--- config.mk ---
export PLATFORM = sky130hd
export DESIGN_NAME = fir_decimator_flat
export DESIGN_NICKNAME = d
export VERILOG_FILES = /design/src/hdl/fird_pkg.sv /design/src/hdl/fird_in_if.sv /design/src/hdl/fird_out_if.sv /design/src/hdl/fird_ctrl.sv /design/src/hdl/fird_datapath.sv /design/src/hdl/fir_decimator.sv /design/src/flat_wrapper.sv
export SDC_FILE = /design/constraint.sdc
export NUM_CORES = 2
export LEC_CHECK = 0
export BUFFER_PORTS_ARGS = -buffer_cell sky130_fd_sc_hd__buf_2
export CAP_MARGIN = 20
export CORE_MARGIN = 1
export CORE_UTILIZATION = 37
export DETAILED_ROUTE_END_ITERATION = 6
export GPL_TIMING_DRIVEN = 0
export PLACE_DENSITY_LB_ADDON = 0.2
export SLEW_MARGIN = 30
export SYNTH_ARGS = -nofsm -noshare
export SYNTH_HDL_FRONTEND = slang
export SYNTH_SLANG_ARGS = --single-unit
--- constraint.sdc ---
create_clock -name clk -period 9.2 [get_ports clk]
set_input_delay 1.84 -clock clk [delete_from_list [all_inputs] [get_ports clk]]
set_output_delay 1.84 -clock clk [all_outputs]
set_load 0.05 [all_outputs]
--- src/hdl/fird_pkg.sv ---
// ----------------------------------------------------------------------------
// fird_pkg
// Shared constants, codes and control types of the decimating fir filter.
// ----------------------------------------------------------------------------
package fird_pkg;

  // sizing
  localparam int MAX_TAPS       = 64;
  localparam int MAX_DECIMATION = 16;

  localparam int TAP_W   = (MAX_TAPS > 1) ? $clog2(MAX_TAPS) : 1;
  localparam int CNT_W   = $clog2(MAX_TAPS + 1);
  localparam int PHASE_W = (MAX_DECIMATION > 1) ? $clog2(MAX_DECIMATION) : 1;
  localparam int DECIM_W = (MAX_DECIMATION > 1) ? $clog2(MAX_DECIMATION + 1) : 1;

  // fixed widths of the word fields and registers
  localparam int SAMPLE_W   = 16;
  localparam int COEF_W     = 16;
  localparam int CIDX_W     = 6;
  localparam int DECREG_W   = 5;
  localparam int TAPSREG_W  = 7;
  localparam int CFG_DATA_W = 7;
  localparam int CFG_IDX_W  = 1;

  // arithmetic
  localparam int PROD_W = SAMPLE_W + COEF_W;
  localparam int ACC_W  = PROD_W + CNT_W;
  localparam int FRAC   = 15;

  // register reset values
  localparam logic [DECREG_W-1:0]  DECIM_RESET = DECREG_W'(2);
  localparam logic [TAPSREG_W-1:0] TAPS_RESET  = TAPSREG_W'(64);

  // register indexes
  localparam logic [CFG_IDX_W-1:0] REG_DECIMATION = 1'b0;
  localparam logic [CFG_IDX_W-1:0] REG_NUM_TAPS   = 1'b1;

  // input word commands
  localparam logic CMD_PUSH = 1'b0;
  localparam logic CMD_COEF = 1'b1;

  // controller states
  typedef enum logic [1:0] {
    ST_IDLE,
    ST_RUN,
    ST_DRAIN,
    ST_FINISH
  } state_t;

  // controller to datapath
  typedef struct packed {
    logic take;   // input word accepted
    logic start;  // clear accumulator, load tap walk
    logic issue;  // read one tap pair
    logic load;   // move result into the output register
  } ctrl_cmd_t;

  // datapath to controller
  typedef struct packed {
    logic fire;      // offered word is a sample that completes a phase
    logic tap_last;  // tap walk at its final entry
    logic busy;      // multiply-accumulate pipe still holds data
    logic out_free;  // output register can take a result
  } dp_status_t;

endpackage

--- src/hdl/fird_in_if.sv ---
// ----------------------------------------------------------------------------
// fird_in_if
// Input channel: sample pushes and coefficient loads.
// ----------------------------------------------------------------------------
interface fird_in_if;
  logic                                valid;
  logic                                ready;
  logic                                command;
  logic signed [fird_pkg::SAMPLE_W-1:0] sample_in;
  logic        [fird_pkg::CIDX_W-1:0]   coef_index;
  logic signed [fird_pkg::COEF_W-1:0]   coef_value;

  modport source (output valid, command, sample_in, coef_index, coef_value, input ready);
  modport sink   (input valid, command, sample_in, coef_index, coef_value, output ready);
endinterface

--- src/hdl/fird_out_if.sv ---
// ----------------------------------------------------------------------------
// fird_out_if
// Output channel: filtered, decimated samples with a clip flag.
// ----------------------------------------------------------------------------
interface fird_out_if;
  logic                                valid;
  logic                                ready;
  logic signed [fird_pkg::SAMPLE_W-1:0] sample_out;
  logic                                saturated;

  modport source (output valid, sample_out, saturated, input ready);
  modport sink   (input valid, sample_out, saturated, output ready);
endinterface

--- src/hdl/fird_ctrl.sv ---
// ----------------------------------------------------------------------------
// fird_ctrl
// Sequencer: accepts words, walks the taps, drains the mac pipe, hands off.
// ----------------------------------------------------------------------------
module fird_ctrl (
  input  logic                   clk,
  input  logic                   rst,
  input  logic                   in_valid,
  input  fird_pkg::dp_status_t   status,
  output fird_pkg::ctrl_cmd_t    cmd,
  output logic                   in_ready
);

  fird_pkg::state_t state;
  fird_pkg::state_t state_next;

  // state register
  always_ff @(posedge clk) begin
    if (rst) begin
      state <= fird_pkg::ST_IDLE;
    end else begin
      state <= state_next;
    end
  end

  // next state
  always_comb begin
    state_next = state;
    unique case (state)
      fird_pkg::ST_IDLE: begin
        if (in_valid && status.fire) state_next = fird_pkg::ST_RUN;
      end
      fird_pkg::ST_RUN: begin
        if (status.tap_last) state_next = fird_pkg::ST_DRAIN;
      end
      fird_pkg::ST_DRAIN: begin
        if (!status.busy) state_next = fird_pkg::ST_FINISH;
      end
      fird_pkg::ST_FINISH: begin
        if (status.out_free) state_next = fird_pkg::ST_IDLE;
      end
      default: state_next = fird_pkg::ST_IDLE;
    endcase
  end

  // outputs
  always_comb begin
    in_ready  = (state == fird_pkg::ST_IDLE);
    cmd.take  = in_ready && in_valid;
    cmd.start = cmd.take && status.fire;
    cmd.issue = (state == fird_pkg::ST_RUN);
    cmd.load  = (state == fird_pkg::ST_FINISH) && status.out_free;
  end

endmodule

--- src/hdl/fird_datapath.sv ---
// ----------------------------------------------------------------------------
// fird_datapath
// Registers, delay line and coefficient memories, shared mac, output stage.
// ----------------------------------------------------------------------------
module fird_datapath (
  input  logic                                  clk,
  input  logic                                  rst,
  input  logic                                  cfg_we,
  input  logic [fird_pkg::CFG_IDX_W-1:0]         cfg_index,
  input  logic [fird_pkg::CFG_DATA_W-1:0]        cfg_data,
  input  logic                                  command,
  input  logic signed [fird_pkg::SAMPLE_W-1:0]   sample_in,
  input  logic [fird_pkg::CIDX_W-1:0]            coef_index,
  input  logic signed [fird_pkg::COEF_W-1:0]     coef_value,
  input  fird_pkg::ctrl_cmd_t                   cmd,
  output fird_pkg::dp_status_t                  status,
  output logic                                  out_valid,
  input  logic                                  out_ready,
  output logic signed [fird_pkg::SAMPLE_W-1:0]   sample_out,
  output logic                                  saturated
);

  localparam int TAP_W   = fird_pkg::TAP_W;
  localparam int CNT_W   = fird_pkg::CNT_W;
  localparam int PHASE_W = fird_pkg::PHASE_W;
  localparam int DECIM_W = fird_pkg::DECIM_W;
  localparam int CMP_W   = DECIM_W + 1;
  localparam int ACC_W   = fird_pkg::ACC_W;
  localparam int SH_W    = ACC_W - fird_pkg::FRAC;

  localparam logic signed [SH_W-1:0] SAT_HI = SH_W'(32767);
  localparam logic signed [SH_W-1:0] SAT_LO = -SH_W'(32768);
  localparam logic signed [fird_pkg::SAMPLE_W-1:0] OUT_MAX = 16'sh7fff;
  localparam logic signed [fird_pkg::SAMPLE_W-1:0] OUT_MIN = 16'sh8000;

  // configuration registers
  logic [fird_pkg::DECREG_W-1:0]  decim_reg;
  logic [fird_pkg::TAPSREG_W-1:0] taps_reg;

  always_ff @(posedge clk) begin
    if (rst) begin
      decim_reg <= fird_pkg::DECIM_RESET;
      taps_reg  <= fird_pkg::TAPS_RESET;
    end else if (cfg_we) begin
      unique case (cfg_index)
        fird_pkg::REG_DECIMATION: decim_reg <= cfg_data[fird_pkg::DECREG_W-1:0];
        fird_pkg::REG_NUM_TAPS:   taps_reg  <= cfg_data[fird_pkg::TAPSREG_W-1:0];
        default: ;
      endcase
    end
  end

  // effective tap count and decimation factor
  logic [CNT_W-1:0]   k_eff;
  logic [DECIM_W-1:0] r_eff;

  always_comb begin
    if (taps_reg == '0) begin
      k_eff = CNT_W'(1);
    end else if (32'(taps_reg) > 32'(fird_pkg::MAX_TAPS)) begin
      k_eff = CNT_W'(fird_pkg::MAX_TAPS);
    end else begin
      k_eff = CNT_W'(taps_reg);
    end
    if (decim_reg == '0) begin
      r_eff = DECIM_W'(1);
    end else if (32'(decim_reg) > 32'(fird_pkg::MAX_DECIMATION)) begin
      r_eff = DECIM_W'(fird_pkg::MAX_DECIMATION);
    end else begin
      r_eff = DECIM_W'(decim_reg);
    end
  end

  // write pointer and phase
  logic [TAP_W-1:0]   wp;
  logic [TAP_W-1:0]   wp_eff;
  logic [TAP_W-1:0]   wp_after;
  logic [CNT_W-1:0]   wp_inc;
  logic [PHASE_W-1:0] phase;
  logic               phase_done;
  logic               push;

  always_comb begin
    wp_eff     = (CNT_W'(wp) >= k_eff) ? '0 : wp;
    wp_inc     = CNT_W'(wp_eff) + CNT_W'(1);
    wp_after   = (wp_inc >= k_eff) ? '0 : wp_inc[TAP_W-1:0];
    phase_done = (CMP_W'(phase) + CMP_W'(1)) >= CMP_W'(r_eff);
    push       = cmd.take && (command == fird_pkg::CMD_PUSH);
  end

  always_ff @(posedge clk) begin
    if (rst) begin
      wp    <= '0;
      phase <= '0;
    end else if (push) begin
      wp    <= wp_after;
      phase <= phase_done ? '0 : phase + PHASE_W'(1);
    end
  end

  // delay line: memory plus one valid bit per entry
  logic signed [fird_pkg::SAMPLE_W-1:0] delay_mem [fird_pkg::MAX_TAPS];
  logic [fird_pkg::MAX_TAPS-1:0]        delay_ok;

  always_ff @(posedge clk) begin
    if (push) delay_mem[wp_eff] <= sample_in;
  end

  always_ff @(posedge clk) begin
    if (rst) begin
      delay_ok <= '0;
    end else if (push) begin
      delay_ok[wp_eff] <= 1'b1;
    end
  end

  // coefficient memory, indexes past the store are dropped
  logic signed [fird_pkg::COEF_W-1:0] coef_mem [fird_pkg::MAX_TAPS];
  logic [31:0]                         cidx_wide;
  logic                                coef_wr;

  always_comb begin
    cidx_wide = 32'(coef_index);
    coef_wr   = cmd.take && (command == fird_pkg::CMD_COEF) &&
                (cidx_wide < 32'(fird_pkg::MAX_TAPS));
  end

  always_ff @(posedge clk) begin
    if (coef_wr) coef_mem[cidx_wide[TAP_W-1:0]] <= coef_value;
  end

  // tap walk: coefficient index and delay line position
  logic [TAP_W-1:0] tap;
  logic [TAP_W-1:0] pos;
  logic [CNT_W-1:0] pos_inc;

  always_comb begin
    pos_inc = CNT_W'(pos) + CNT_W'(1);
  end

  always_ff @(posedge clk) begin
    if (cmd.start) begin
      tap <= '0;
      pos <= wp_after;
    end else if (cmd.issue) begin
      tap <= tap + TAP_W'(1);
      pos <= (pos_inc >= k_eff) ? '0 : pos_inc[TAP_W-1:0];
    end
  end

  // memory reads, registered
  logic signed [fird_pkg::COEF_W-1:0]   coef_rd;
  logic signed [fird_pkg::SAMPLE_W-1:0] delay_rd;
  logic                                 ok_rd;
  logic                                 rd_v;

  always_ff @(posedge clk) begin
    if (cmd.issue) begin
      coef_rd  <= coef_mem[tap];
      delay_rd <= delay_mem[pos];
      ok_rd    <= delay_ok[pos];
    end
  end

  // multiply stage
  logic signed [fird_pkg::PROD_W-1:0]   prod;
  logic signed [fird_pkg::SAMPLE_W-1:0] mul_b;
  logic                                 prod_v;

  always_comb begin
    mul_b = ok_rd ? delay_rd : '0;
  end

  always_ff @(posedge clk) begin
    if (rd_v) prod <= coef_rd * mul_b;
  end

  always_ff @(posedge clk) begin
    if (rst) begin
      rd_v   <= 1'b0;
      prod_v <= 1'b0;
    end else begin
      rd_v   <= cmd.issue;
      prod_v <= rd_v;
    end
  end

  // accumulate
  logic signed [ACC_W-1:0] acc;

  always_ff @(posedge clk) begin
    if (cmd.start) begin
      acc <= '0;
    end else if (prod_v) begin
      acc <= acc + ACC_W'(prod);
    end
  end

  // floor shift and clip
  logic signed [SH_W-1:0] shifted;
  logic                   clip_hi;
  logic                   clip_lo;

  always_comb begin
    shifted = $signed(acc[ACC_W-1:fird_pkg::FRAC]);
    clip_hi = shifted > SAT_HI;
    clip_lo = shifted < SAT_LO;
  end

  // output register
  always_ff @(posedge clk) begin
    if (rst) begin
      out_valid <= 1'b0;
    end else if (cmd.load) begin
      out_valid <= 1'b1;
    end else if (out_ready) begin
      out_valid <= 1'b0;
    end
  end

  always_ff @(posedge clk) begin
    if (cmd.load) begin
      priority if (clip_hi) begin
        sample_out <= OUT_MAX;
      end else if (clip_lo) begin
        sample_out <= OUT_MIN;
      end else begin
        sample_out <= shifted[fird_pkg::SAMPLE_W-1:0];
      end
      saturated <= clip_hi || clip_lo;
    end
  end

  // status to the sequencer
  always_comb begin
    status.fire     = (command == fird_pkg::CMD_PUSH) && phase_done;
    status.tap_last = (CNT_W'(tap) + CNT_W'(1)) == k_eff;
    status.busy     = rd_v || prod_v;
    status.out_free = !out_valid || out_ready;
  end

endmodule

--- src/hdl/fir_decimator.sv ---
// ----------------------------------------------------------------------------
// fir_decimator: decimating fir filter, q1.15 in and out, one shared mac
// a coefficient load or a sample that ends no phase is only stored, with no result
// a sample that ends a phase walks the taps, one tap per cycle through the
// shared mac, then pipe drain, clip and hand-off; the result waits while
// the output register still holds a word
// rst (synchronous) clears delay line valid bits, pointer and phase; coefficients unset
// ----------------------------------------------------------------------------
module fir_decimator (
  input  logic                           clk,
  input  logic                           rst,
  input  logic                           cfg_we,
  input  logic [fird_pkg::CFG_IDX_W-1:0]  cfg_index,
  input  logic [fird_pkg::CFG_DATA_W-1:0] cfg_data,
  fird_in_if.sink                        feed,
  fird_out_if.source                     result
);

  fird_pkg::ctrl_cmd_t  cmd;
  fird_pkg::dp_status_t status;

  // sequencer
  fird_ctrl u_ctrl (
    .clk      (clk),
    .rst      (rst),
    .in_valid (feed.valid),
    .status   (status),
    .cmd      (cmd),
    .in_ready (feed.ready)
  );

  // datapath
  fird_datapath u_datapath (
    .clk        (clk),
    .rst        (rst),
    .cfg_we     (cfg_we),
    .cfg_index  (cfg_index),
    .cfg_data   (cfg_data),
    .command    (feed.command),
    .sample_in  (feed.sample_in),
    .coef_index (feed.coef_index),
    .coef_value (feed.coef_value),
    .cmd        (cmd),
    .status     (status),
    .out_valid  (result.valid),
    .out_ready  (result.ready),
    .sample_out (result.sample_out),
    .saturated  (result.saturated)
  );

endmodule
--- src/flat_wrapper.sv ---
// flat-port wrapper written by rule: the top's interface ports become plain ports
module fir_decimator_flat 
  (clk, rst, cfg_we, cfg_index, cfg_data, feed_valid, feed_command, feed_sample_in, feed_coef_index, feed_coef_value, feed_ready, result_valid, result_sample_out, result_saturated, result_ready);
  fird_in_if feed_i ();
  fird_out_if result_i ();
  input  logic clk;
  input  logic rst;
  input  logic cfg_we;
  input  logic [fird_pkg::CFG_IDX_W-1:0] cfg_index;
  input  logic [fird_pkg::CFG_DATA_W-1:0] cfg_data;
  input wire logic [$bits(feed_i.valid)-1:0] feed_valid;
  input wire logic [$bits(feed_i.command)-1:0] feed_command;
  input wire logic [$bits(feed_i.sample_in)-1:0] feed_sample_in;
  input wire logic [$bits(feed_i.coef_index)-1:0] feed_coef_index;
  input wire logic [$bits(feed_i.coef_value)-1:0] feed_coef_value;
  output wire logic [$bits(feed_i.ready)-1:0] feed_ready;
  output wire logic [$bits(result_i.valid)-1:0] result_valid;
  output wire logic [$bits(result_i.sample_out)-1:0] result_sample_out;
  output wire logic [$bits(result_i.saturated)-1:0] result_saturated;
  input wire logic [$bits(result_i.ready)-1:0] result_ready;
  assign feed_i.valid = feed_valid;
  assign feed_i.command = feed_command;
  assign feed_i.sample_in = feed_sample_in;
  assign feed_i.coef_index = feed_coef_index;
  assign feed_i.coef_value = feed_coef_value;
  assign feed_ready = feed_i.ready;
  assign result_valid = result_i.valid;
  assign result_sample_out = result_i.sample_out;
  assign result_saturated = result_i.saturated;
  assign result_i.ready = result_ready;
  fir_decimator u_core (.clk(clk), .rst(rst), .cfg_we(cfg_we), .cfg_index(cfg_index), .cfg_data(cfg_data), .feed(feed_i), .result(result_i));
endmodule
==> impl_results.md <==
* Max incr delay on CP at between 500 and 600 ps
* Worst-path clk slew at 60 ps
* Via count at about 50000
* Drt wl/cell at 28.0 µm
* Unrepaired setup endpoints after global routing: false
* Status: finished clean
* WP data arrival at around 8500 ps
* Largest family of logic cells by synthesized area: multiplexers
* Routability cong. at between 0.9 and 1
* Number of I/O pins at 71
* Dpl hpwl at 181 mm
* TritonCTS Sinks at 2272
* Initial core utilization at 0.374
* Max Freq at 126 MHz
* Final setup vio count at 0
* Post-synthesis compound-gate area fraction at 0.0239
* Syn_nets at 5748
* Tightest Hold Check Type: reg2reg
* Register area at approximately 67000 µm²
* Synthesized cell area at 99400 µm²
* CTS resizes at 0
* Post-synth EDFFs at about 2100
* Leak Pwr at 37.9 nW
* Final hold viol count at 0
* Warning count from the yosys run at 0
* Max_cap viols at 0
* Post-synthesis mux area share at 0.159
* Pwr dens at 382 nW/µm²
* Simple-Gate Fraction of Synth Area at 0.0382
* Worst setup path class: reg2reg
* Die W at 520 µm
* Worst path most repeated cell: fa_1
* Root cell of the clock tree: clkbuf_16
* Fin crit period at 7910 ps
* CTS H-tree depth at 4
* Measured slew at the worst slew-check pin at 1080 ps
* Yosys cell types at 77
* Port Buf Inserts at 64
* Initial DRC Count at about 4800
* Detailed-route DRC error count at 0
* Share of layout cells above drive strength 1 at 0.246
* Post-Route Skew at 113 ps
* Vias in the first global route at 52400
* Yosys reg bits at 2272
* Multi-input gate area at 30700 µm²
* Post-CTS Setup Inserts at 0
* Grt ovf at 0
* Slew HR at 0.280
* Fill count at about 23000
* DIE AREA at 271000 µm²
* Avg Vias per Cell at about 5.4
* Critical Path RT at 9800 ps
* Largest net degree at the start of global routing at 65
* Syn Area/Cell at 18.8 µm²
* Layout area overhead at 14.4%
* Final hold slack at approximately 460 ps
* First-pass GRT wire length at 381 mm
* Final antenna-violating net count at 0
* Worst-Skew Late Latency at between 900 and 1000 ps
* Setup crit start kind: flip-flop
* Post-Synth XOR/XNOR Area at 0.00758
* Final WL at 263 mm
* Slowest CP cell: and2_0
* # hold bufs at CTS at 0
* Seq/Total Area, Yosys at 0.673
* Core area at roughly 270000 µm²
* CP Max Fanout at 10
* Slew Viols, Final at 0
* Fraction of registers with async set/reset at 0
* CTS tree: built
* DR pass1 iterations at 7
* Most common flop cell mapped by yosys: edfxtp_1
* Setup TNS at 0 ps
* Nets@finish at ~6000
* Final period utilization at 0.860
* Worst vdd rail ir drop at 0.877 mV
* Initial antenna violation count at 24
* Total Routing Usage GR at 0.195
* Row cnt at 189
* Crit end category: flip-flop
* Mapped Cells at 5280
* Die height at 520 µm
* CTS Buffer Depth at 4
* Adder-cell share of the synthesized area at 0.0722
* CTS Buf Count at 243
[critical path, delay by kind of cell, from the launching register on]
family	cells	cell delay, ps
fa+ha+maj	7	3320
compound gates	7	1700
buf+inv	7	1080
simple gates	3	940
flops	1	490
xor+xnor	1	160
[final timing paths]
path	slack, ps	cells past startpoint	endpoint	start
worst max-delay path	1290	25	u_core.u_datapath.prod[30]	u_core.u_datapath.ok_rd
worst min-delay path	460	2	u_core.u_datapath.taps_reg[0]	u_core.u_datapath.taps_reg[0]
worst max register to register	1290	25	u_core.u_datapath.prod[30]	u_core.u_datapath.ok_rd
worst min register to register	460	2	u_core.u_datapath.taps_reg[0]	u_core.u_datapath.taps_reg[0]
[Yosys cell counts (13+ instances only)]
cell      number  share of area
edfxtp_1    2136           0.65
mux4_2       693           0.16
inv_1        357          0.013
nor2_1       265          0.010
fa_1         263          0.053
nand2_1      196         0.0074
clkbuf_1     187         0.0071
ha_1         153          0.019
dfxtp_1      136          0.027
and3_1       135         0.0085
a21oi_1       88         0.0044
a21o_1        57         0.0043
nand3_1       54         0.0027
xnor2_1       53         0.0047
o22ai_1       38         0.0024
nor3_1        37         0.0019
o21ai_0       36         0.0018
xor2_1        33         0.0029
buf_2         30         0.0015
buf_1         26        0.00098
nand2b_1      26         0.0016
mux2i_1       24         0.0024
a31oi_1       21         0.0013
buf_4         18         0.0014
nor2b_1       15        0.00094
buf_6         13         0.0015
or2_2         13        0.00082
or3_1         13        0.00082
[cells by family after synthesis]
kind of cell | after synthesis
AOI/OAI and AO/OA | 354
xor gates and xnor gates | 86
adders and majority gates | 416
buffers and inverters | 631
DFF | 2272
muxes | 717
and+or+nand+nor | 804
[routing by layer]
layer,GRT usage,share of wire,vias up
met4,0.0534,0.028,6
met3,0.0343,0.062,399
met1,0.271,0.43,27300
li1,-,-,21600
met2,0.315,0.48,1535
met5,0,0.00017,-
[layout make-up]
type / count / share of cell area
repair buffers: 149 / 0.0127
clock inverters: 123 / 0.00941
plain buffers: 274 / 0.0112
flip-flops and latches: 2272 / 0.588
well taps: 3533 / 0.0389
diodes: 11 / 0.000242
inverters: 357 / 0.0118
clock buffers: 315 / 0.0574
multi-input cells: 2377 / 0.270
[metrics by stage]
step,setup WS (ps),util,std cells,power (mW),instance area [µm²]
after floorplan,2570,-,5280,28.1,99400
after global placement,1370,0.391,8877,34.4,104000
after detailed placement,1310,0.399,8961,34.5,106000
after CTS,1360,0.427,9399,44.0,114000
after global routing,1030,0.427,9402,46.5,114000
final,1290,0.427,9411,43.5,114000
[where the power goes]
part	total (mW)	leakage (nW)	switching (mW)	internal, mW
Clock	9.41	3.74	3.97	5.44
Combinational	21.4	13.8	12.3	9.17
Sequential	12.6	20.3	0.289	12.3
Total	43.5	37.9	16.5	26.9
[cell usage in the layout, fill, tap and decap left out, drive strengths merged, types with 90 or more instances in the layout]
cell type	Yosys	layout
inv	357	360
fa	263	263
a21oi	90	90
nor2	266	266
ha	153	153
edfxtp	2136	2136
dfxtp	136	136
mux4	693	693
nand2	196	196
clkinv	0	99
and3	135	135
clkbuf	187	507
buf	87	231
Note: power is estimated with default switching activity, not from simulation.
